$ cat config.mk
export PLATFORM = sky130hd
export DESIGN_NAME = download_crc16_verifier_unit
export DESIGN_NICKNAME = d
export VERILOG_FILES = /design/src/sv/dcrc_pkg.sv /design/src/sv/dcrc_front.sv /design/src/sv/dcrc_queue.sv /design/src/sv/dcrc_back.sv /design/src/sv/download_crc16_verifier_unit.sv
export SDC_FILE = /design/constraint.sdc
export NUM_CORES = 1
export LEC_CHECK = 0
export BUFFER_PORTS_ARGS = -buffer_cell sky130_fd_sc_hd__buf_2
export CAP_MARGIN = 30
export CORE_MARGIN = 2
export CORE_UTILIZATION = 57
export DETAILED_ROUTE_END_ITERATION = 8
export GPL_TIMING_DRIVEN = 0
export PLACE_DENSITY_LB_ADDON = 0.2
export SETUP_SLACK_MARGIN = 0.05
export SYNTH_ARGS = -nofsm -noshare
export SYNTH_HDL_FRONTEND = slang
export SYNTH_SLANG_ARGS = --single-unit
$ cat constraint.sdc
create_clock -name clk -period 4.1 [get_ports clk]
set_clock_uncertainty 0.15 [all_clocks]
set_input_delay 0.615 -clock clk [delete_from_list [all_inputs] [get_ports clk]]
set_output_delay 0.615 -clock clk [all_outputs]
set_load 0.01 [all_outputs]
$ cat src/sv/dcrc_pkg.sv
package dcrc_pkg;

  // file type code that gets the final checksum compare
  localparam logic [7:0] FIRMWARE_TYPE = 8'h00;

  // type code held after reset
  localparam logic [7:0] TYPE_RESET = 8'hFF;

  // crc-16 polynomial, msb first
  localparam logic [15:0] CRC_POLY = 16'h1021;

  // command queue between front and back
  localparam int QDEPTH = 2;
  localparam int QPTR_W = $clog2(QDEPTH);
  localparam int QCNT_W = $clog2(QDEPTH + 1);

  // mode codes
  localparam logic MODE_START = 1'b0;
  localparam logic MODE_DATA  = 1'b1;

  // status codes
  localparam logic [1:0] ST_OK           = 2'd0;
  localparam logic [1:0] ST_MODE_ERR     = 2'd1;
  localparam logic [1:0] ST_UNKNOWN_TYPE = 2'd2;
  localparam logic [1:0] ST_CHECKSUM_ERR = 2'd3;

  // command codes from the front
  localparam logic [1:0] OP_DENIED = 2'd0;
  localparam logic [1:0] OP_START  = 2'd1;
  localparam logic [1:0] OP_DATA   = 2'd2;

  typedef struct packed {
    logic        mode;
    logic        logged_in;
    logic [7:0]  file_type;
    logic [15:0] expected_crc;
    logic [7:0]  data_byte;
    logic        last_byte;
  } in_item_t;

  typedef struct packed {
    logic [1:0]  status;
    logic [15:0] crc_now;
  } out_item_t;

  typedef struct packed {
    logic [1:0]  op;
    logic        is_fw;
    logic [15:0] expected_crc;
    logic [7:0]  data_byte;
    logic        last_byte;
  } cmd_t;

  typedef struct packed {
    logic [15:0] crc_running;
    logic        type_fw;
  } back_state_t;

  // fold one byte into the crc, one bit per step
  function automatic logic [15:0] crc_fold(input logic [15:0] crc, input logic [7:0] data);
    logic [15:0] c;
    c = crc ^ {data, 8'h00};
    for (int k = 0; k < 8; k++) begin
      if (c[15]) begin
        c = {c[14:0], 1'b0} ^ CRC_POLY;
      end else begin
        c = {c[14:0], 1'b0};
      end
    end
    return c;
  endfunction

endpackage

$ cat src/sv/dcrc_front.sv
module dcrc_front (
  input  dcrc_pkg::in_item_t item,
  output dcrc_pkg::cmd_t     cmd
);

  // classify the incoming transaction into a command for the back end
  always_comb begin
    cmd.expected_crc = item.expected_crc;
    cmd.data_byte    = item.data_byte;
    cmd.last_byte    = item.last_byte;
    cmd.is_fw        = (item.file_type == dcrc_pkg::FIRMWARE_TYPE);
    if (item.mode == dcrc_pkg::MODE_DATA) begin
      cmd.op = dcrc_pkg::OP_DATA;
    end else if (item.logged_in) begin
      cmd.op = dcrc_pkg::OP_START;
    end else begin
      cmd.op = dcrc_pkg::OP_DENIED;
    end
  end

endmodule

$ cat src/sv/dcrc_queue.sv
module dcrc_queue (
  input  logic                          clk,
  input  logic                          rst,
  input  logic                          push,
  input  dcrc_pkg::cmd_t                push_cmd,
  input  logic                          pop,
  output logic                          full,
  output logic                          not_empty,
  output dcrc_pkg::cmd_t                head,
  output logic [dcrc_pkg::QCNT_W-1:0]   count
);

  dcrc_pkg::cmd_t                entries [dcrc_pkg::QDEPTH];
  logic [dcrc_pkg::QPTR_W-1:0]   wr_ptr;
  logic [dcrc_pkg::QPTR_W-1:0]   rd_ptr;

  localparam logic [dcrc_pkg::QPTR_W-1:0] PTR_LAST = dcrc_pkg::QPTR_W'(dcrc_pkg::QDEPTH - 1);
  localparam logic [dcrc_pkg::QCNT_W-1:0] CNT_FULL = dcrc_pkg::QCNT_W'(dcrc_pkg::QDEPTH);

  assign full      = (count == CNT_FULL);
  assign not_empty = (count != '0);
  assign head      = entries[rd_ptr];

  // pointers and fill count
  always_ff @(posedge clk) begin
    if (rst) begin
      wr_ptr <= '0;
      rd_ptr <= '0;
      count  <= '0;
    end else begin
      if (push) begin
        wr_ptr <= (wr_ptr == PTR_LAST) ? '0 : wr_ptr + 1'b1;
      end
      if (pop) begin
        rd_ptr <= (rd_ptr == PTR_LAST) ? '0 : rd_ptr + 1'b1;
      end
      if (push && !pop) begin
        count <= count + 1'b1;
      end else if (pop && !push) begin
        count <= count - 1'b1;
      end
    end
  end

  // entry storage
  always_ff @(posedge clk) begin
    if (push) begin
      entries[wr_ptr] <= push_cmd;
    end
  end

endmodule

$ cat src/sv/dcrc_back.sv
module dcrc_back (
  input  logic                   clk,
  input  logic                   rst,
  input  logic                   cmd_valid,
  input  dcrc_pkg::cmd_t         cmd,
  output logic                   cmd_take,
  output logic                   out_valid,
  input  logic                   out_stall,
  output dcrc_pkg::out_item_t    out_data,
  output dcrc_pkg::back_state_t  state
);

  logic [15:0]  crc_running;
  logic [15:0]  crc_target;
  logic         type_fw;
  logic [15:0]  crc_folded;
  logic [15:0]  crc_running_next;
  logic [15:0]  crc_target_next;
  logic         type_fw_next;
  logic [1:0]   status_next;

  assign state.crc_running = crc_running;
  assign state.type_fw     = type_fw;

  // take a command whenever the output register is free or draining
  assign cmd_take = cmd_valid && (!out_valid || !out_stall);

  assign crc_folded = dcrc_pkg::crc_fold(crc_running, cmd.data_byte);

  // execute one command
  always_comb begin
    crc_running_next = crc_running;
    crc_target_next  = crc_target;
    type_fw_next     = type_fw;
    status_next      = dcrc_pkg::ST_OK;
    case (cmd.op)
      dcrc_pkg::OP_DENIED: begin
        status_next = dcrc_pkg::ST_MODE_ERR;
      end
      dcrc_pkg::OP_START: begin
        crc_running_next = '0;
        crc_target_next  = cmd.expected_crc;
        type_fw_next     = cmd.is_fw;
        status_next      = cmd.is_fw ? dcrc_pkg::ST_OK : dcrc_pkg::ST_UNKNOWN_TYPE;
      end
      dcrc_pkg::OP_DATA: begin
        crc_running_next = crc_folded;
        if (cmd.last_byte && type_fw && (crc_folded != crc_target)) begin
          status_next = dcrc_pkg::ST_CHECKSUM_ERR;
        end
      end
      default: begin
        status_next = dcrc_pkg::ST_OK;
      end
    endcase
  end

  // download state
  always_ff @(posedge clk) begin
    if (rst) begin
      crc_running <= '0;
      crc_target  <= '0;
      type_fw     <= (dcrc_pkg::TYPE_RESET == dcrc_pkg::FIRMWARE_TYPE);
    end else if (cmd_take) begin
      crc_running <= crc_running_next;
      crc_target  <= crc_target_next;
      type_fw     <= type_fw_next;
    end
  end

  // output register
  always_ff @(posedge clk) begin
    if (rst) begin
      out_valid <= 1'b0;
    end else if (cmd_take) begin
      out_valid <= 1'b1;
    end else if (!out_stall) begin
      out_valid <= 1'b0;
    end
  end

  always_ff @(posedge clk) begin
    if (cmd_take) begin
      out_data.status  <= status_next;
      out_data.crc_now <= crc_running_next;
    end
  end

endmodule

$ cat src/sv/download_crc16_verifier_unit.sv
// Download CRC-16 verifier (poly 0x1021, init 0, msb first). Each input
// transaction gives exactly one result transaction, in order. Sustained rate
// is one transaction per clock while out_stall is low; the byte fold is a
// combinational unrolled 8-bit CRC update. An accepted transaction enters a
// two-entry command queue and moves from there into the output register when
// that register is free or draining. in_stall rises only when the queue holds
// two commands behind a stalled output register.
module download_crc16_verifier_unit (
  input  logic                  clk,
  input  logic                  rst,
  input  logic                  in_valid,
  output logic                  in_stall,
  input  dcrc_pkg::in_item_t    in_data,
  output logic                  out_valid,
  input  logic                  out_stall,
  output dcrc_pkg::out_item_t   out_data
);

  dcrc_pkg::cmd_t                front_cmd;
  dcrc_pkg::cmd_t                q_head;
  dcrc_pkg::back_state_t         back_state;
  logic                          q_full;
  logic                          q_not_empty;
  logic                          q_pop;
  logic [dcrc_pkg::QCNT_W-1:0]   q_count;

  assign in_stall = q_full;

  // classify
  dcrc_front u_front (
    .item (in_data),
    .cmd  (front_cmd)
  );

  // command queue
  dcrc_queue u_queue (
    .clk       (clk),
    .rst       (rst),
    .push      (in_valid && !q_full),
    .push_cmd  (front_cmd),
    .pop       (q_pop),
    .full      (q_full),
    .not_empty (q_not_empty),
    .head      (q_head),
    .count     (q_count)
  );

  // execute and register the result
  dcrc_back u_back (
    .clk       (clk),
    .rst       (rst),
    .cmd_valid (q_not_empty),
    .cmd       (q_head),
    .cmd_take  (q_pop),
    .out_valid (out_valid),
    .out_stall (out_stall),
    .out_data  (out_data),
    .state     (back_state)
  );

`ifndef NO_ASSERTIONS
  // queue never overfills
  a_queue_bound: assert property (@(posedge clk) disable iff (rst)
    q_count <= dcrc_pkg::QCNT_W'(dcrc_pkg::QDEPTH))
    else $error("command queue overfilled");

  // the shown result carries the crc that the back end now holds
  a_crc_matches: assert property (@(posedge clk) disable iff (rst)
    out_valid |-> out_data.crc_now == back_state.crc_running)
    else $error("result crc differs from running crc");

  // checksum errors only for a firmware download
  a_chk_fw: assert property (@(posedge clk) disable iff (rst)
    out_valid && out_data.status == dcrc_pkg::ST_CHECKSUM_ERR |-> back_state.type_fw)
    else $error("checksum error outside a firmware download");

  // a full queue with a free output must drain next cycle
  a_drain: assert property (@(posedge clk) disable iff (rst)
    q_full && !out_stall |=> !q_full)
    else $error("queue did not drain");
`endif

endmodule
Word-level counts from Yosys, hierarchy flattened
Memory sizes are Yosys's and may differ from the RTL's. A register that Yosys moved wholly into a read port is not among the register bits. Cells that the tools add are included.

Bits in registers: 56. Memories: 1. RAM bits: 56. Bits of input ports: 39. Word-level logic and storage cells: 69. Output and inout bits: 20.

Memory list: u_queue.entries (words 2, bits a word 28, read ports 1, clocked after Yosys merged registers in 1, wr ports 1, line dcrc_queue.sv:13) `dcrc_pkg::cmd_t entries [dcrc_pkg::QDEPTH];`.

Bitwise operators: 9. Add/sub/neg operators: 4. Eq/ne operators: 5. Reduce and logical (&&, ||, !) cells: 17. Multiplexer cells: 24.

Operators with widths (number): 2-to-1 mux 13 bit (8); case mux 16 bit (2 select lines) (1); NOT 3 bit (8); inequality test 16 bit (1); XOR 16 bit (1); 2-to-1 mux 2 bit (5); 2-to-1 mux 1 bit (9); logical NOT 8 bit (1); logical AND 1 bit (6); case mux 2 bit (3 select lines) (1); logical NOT 1 bit (5); == test 2 bit (second input constant) (2); nonzero test 2 bit (2); adder 1 bit (second input constant) (2); adder 2 x 1 -> 2 bit (second input constant) (1); == test 2 x 1 -> 1 bit (second input constant) (1); logical NOT 2 bit (1); inequality test 2 x 1 -> 1 bit (second input constant) (1); AND reduction 2 bit (1); subtractor 2 x 1 -> 2 bit (second input constant) (1); logical OR 1 bit (1).

Longest topological paths before layout
Word-level depth: 21. Depth in mapped cells: 11. Gate-level depth less buffers: 8.

By module
From an unflattened synthesis, not the netlist that was laid out.

Cell total of the unflattened synthesis: 418. Area total of the unflattened synthesis: 5103.6 sq um.

Modules (own cells, without submodules): dcrc_back (cells each 278, seq. area each 1221.2 sq um, instances 1, area each 2635.0 sq um); dcrc_queue (cells each 109, seq. area each 1781.7 sq um, instances 1, area each 2234.6 sq um); dcrc_front (cells each 30, seq. area each 0.0 sq um, instances 1, area each 220.2 sq um); download_crc16_verifier_unit (cells each 1, seq. area each 0.0 sq um, instances 1, area each 13.8 sq um).

Least setup slack after synthesis
No wires, ideal clock.

Path kind: reg2reg. From: reg (tool-made name). To: reg u_back.out_data[0] (netlist name). Data required time: 3661 ps. Data arrival time: 2624 ps. Cell stages (with the launch flop): 10. Path buffers: 5. Path slack: 1038 ps. Clock period less this slack: 3062 ps. Setup time: 289 ps. Cells stage by stage: dfxtp_1 buf_6 buf_1 clkbuf_1 mux2i_1 ha_1 buf_2 nand2_1 clkbuf_1 o22ai_1.

==> reports/metrics.yaml <==
cts_tree: "done"
setup_ws_ns: 0.304
peakVddDrop_v: 0.000358
hold_class: "primary input to flop"
vias_per_cell: 5.41
switching_power_mw: 1.50
critPathArrivalTime_ns: 4.02
h-tree-depth: 4
post_cts_buffers: 0
ys_ff_latch: 113
synth-main-ff-cell: "edfxtp_1"
utilization: 0.698
end_kind: "flop"
drcViolationCount: 0
grt_pass1_wl_mm: 14.5
ys_seq_area_frac: 0.643
rsz0062_at_grt: "no"
preCtsSetupSlack_ns: 0.354
cts_root_buffer: "clkbuf_8"
cts.path.max_buffers: 2
ff2ff_setup_slack_ns: 0.30
r2r_end: "u_back.crc_running[5]"
insertion_delay_ns: 0.52
stdcell_area_um2: 5650
grt_pass1_vias: 2995
hpwl_mm: 6.17
instances_no_fill: 569
yosys.area_share.adder: 0.0134
synthArstFlopShare: 0
grt_overflow: 0
rows: 33
hold-worst-slack_ns: 0.135
clockPowerShare: 0.285
wl_mm: 9.09
setup.worst_path.class: "flop to flop"
required_ns: 4.32
wl_met1_mm: 3.89
maxCapViolCount: 0
diodes: 0
max_freq_mhz: 263
start_util: 0.577
muxShareOfSynthArea: 0.0611
die_w_um: 94.5
wl_per_cell_um: 16.0
fin_crit_sh: 0.926
synth_edf_count: 74
clkSinkCount: 113
first_pass_iters: 4
grt_max_degree: 29
swShare: 0.339
hold_violations: 0
dp.cells: 538
internal_power_mw: 2.92
fin_nets: 496
critPathSlowestCell: "clkbuf_1"
synth_top_family_by_area: "simple AND/OR/NAND/NOR gates"
p_leak_nw: 2.08
die_y_um: 94.5
slowest_delay_ns: 0.61
cp_max_fo: 10
grt_use_total: 0.223
routed.top_layer: "met4"
clk_pin_slew_ns: 0.06
place_congestion: 0.862
vias: 3077
start_kind: "flop"
max_slew_margin: 0.404
seqPwrFrac: 0.385
power_mw: 4.42
crit_path_end: "u_back.crc_running[5]"
area_growth_pct: 21.0
routed-wl-met3_um: 502
core_um2: 8090
wl_met2_mm: 4.41
cts_hold_buf: 0
mappedNetlistArea_um2: 4670
initialDrtViolationCount: 287
ant_nets: 0
layout_commonest_cell: "edfxtp_1"
cellPowerDensity_nw_per_um2: 782
worst_pin_slew_ns: 0.891
slew_viol_final: 0
power_frac_comb: 0.330
layout-drive-gt1-share: 0.200
boundaryPins: 59
grt_antenna_before_repair: 0
cts_resized: 0
setup_viol: 0
synthesis.nets: 418
yosys.area_share.simple: 0.0860
die-area_um2: 8930
crit_chain: "buf_6 -> buf_1 -> clkbuf_1 -> mux2i_1 -> ha_1 -> buf_2 -> nand2_1 -> clkbuf_1 -> o22ai_1 -> nand2_1 -> a21oi_1"
outcome: "finished clean"
port-buffer-count: 57
final_cell_mix: "74 x edfxtp_1, 58 x buf_2, 41 x nand2_1"
setup_tns_ns: 0
synth_compound_area_frac: 0.0844
postPlaceCellArea_um2: 5130
ys_types: 36
rr_worst_depth: 11
num-fill-cells: 604
synthCells: 374
synth_warnings: 0
min_period_ns: 3.80
postSynthAreaPerCell_um2: 12.5
synth_xor_area_frac: 0.0809
cts_buffers: 17
critical path, delay by kind of cell, from the launching register on:
family	cells	cell delay, ns
buf+inv	5	1.90
mux	1	0.42
flops	1	0.32
compound gates	2	0.31
fa+ha+maj	1	0.29
simple gates	2	0.26
per-layer routing:
metal / global-route usage / vias up
li1: - / 1496
met2: 0.355 / 106
met3: 0.0718 / 25
met4: 0.107 / 0
met1: 0.279 / 1450
met5: 0 / -
cell type report:
class / count / area, µm² / share of cell area
plain buffers: 17 / 72.6 / 0.0128
clock buffers: 18 / 418 / 0.0740
clock inverters: 13 / 97.6 / 0.0173
inverters: 19 / 71.3 / 0.0126
multi-input cells: 225 / 1530 / 0.271
flip-flops and latches: 113 / 3000 / 0.531
well taps: 105 / 131 / 0.0233
repair buffers: 59 / 328 / 0.0580
cell families after synthesis:
logic type / Yosys count
muxes: 28
AOI/OAI and AO/OA: 58
xor gates and xnor gates: 41
buffers and inverters: 36
DFF: 113
adders and majority gates: 5
and+or+nand+nor: 93
how the worst min path moves through the flow:
stage,startpoint,to,slack [ns],cells after the start
global route,in_data[3],u_queue.entries[0][3],0.12,1
global placement,u_back.crc_running[9],u_back.crc_running[9],0.29,2
detailed placement,u_back.crc_running[9],u_back.crc_running[9],0.31,2
CTS,in_data[10],u_queue.entries[1][10],0.13,1
floorplan,u_back.crc_running[11],u_back.crc_running[11],0.29,2
finish,in_data[10],u_queue.entries[1][10],0.14,1
flip-flops by register name, indices dropped and copies added (netlist names), named ones only:
| name | cells |
|---|---|
| u_queue.entries | 56 |
| u_back.out_data | 18 |
| u_back.crc_running | 16 |
| u_back.crc_target | 16 |
| u_queue.count | 2 |
| u_back.out_valid | 1 |
| u_back.type_fw | 1 |
| u_queue.rd_ptr | 1 |
| u_queue.wr_ptr | 1 |
Yosys cell counts (all sizes together), types with 2 or more instances:
library cell,n,area share
o22ai,13,0.017
xnor2,29,0.058
nand2b,6,0.0080
or3,2,0.0027
nand4,2,0.0027
nor2,31,0.025
buf,4,0.0051
a2111oi,2,0.0051
dfxtp,39,0.17
or4,3,0.0048
a311oi,4,0.0075
edfxtp,74,0.48
and3,2,0.0027
and2,2,0.0027
xor2,12,0.023
a211oi,17,0.027
o21ai,2,0.0021
ha,5,0.013
nand2,41,0.033
mux2i,27,0.059
clkbuf,13,0.010
nor3,2,0.0021
inv,19,0.015
a21oi,16,0.017
power groups by stage:
stage / logic (mW) / registers (mW) / clock network (mW)
floorplan: 0.979 / 1.75 / 0
global placement: 1.37 / 1.71 / 0
detailed placement: 1.43 / 1.72 / 0
CTS: 1.45 / 1.70 / 1.27
global route: 1.60 / 1.73 / 1.33
finish: 1.46 / 1.70 / 1.26
Power figures use the tool's default switching activity.
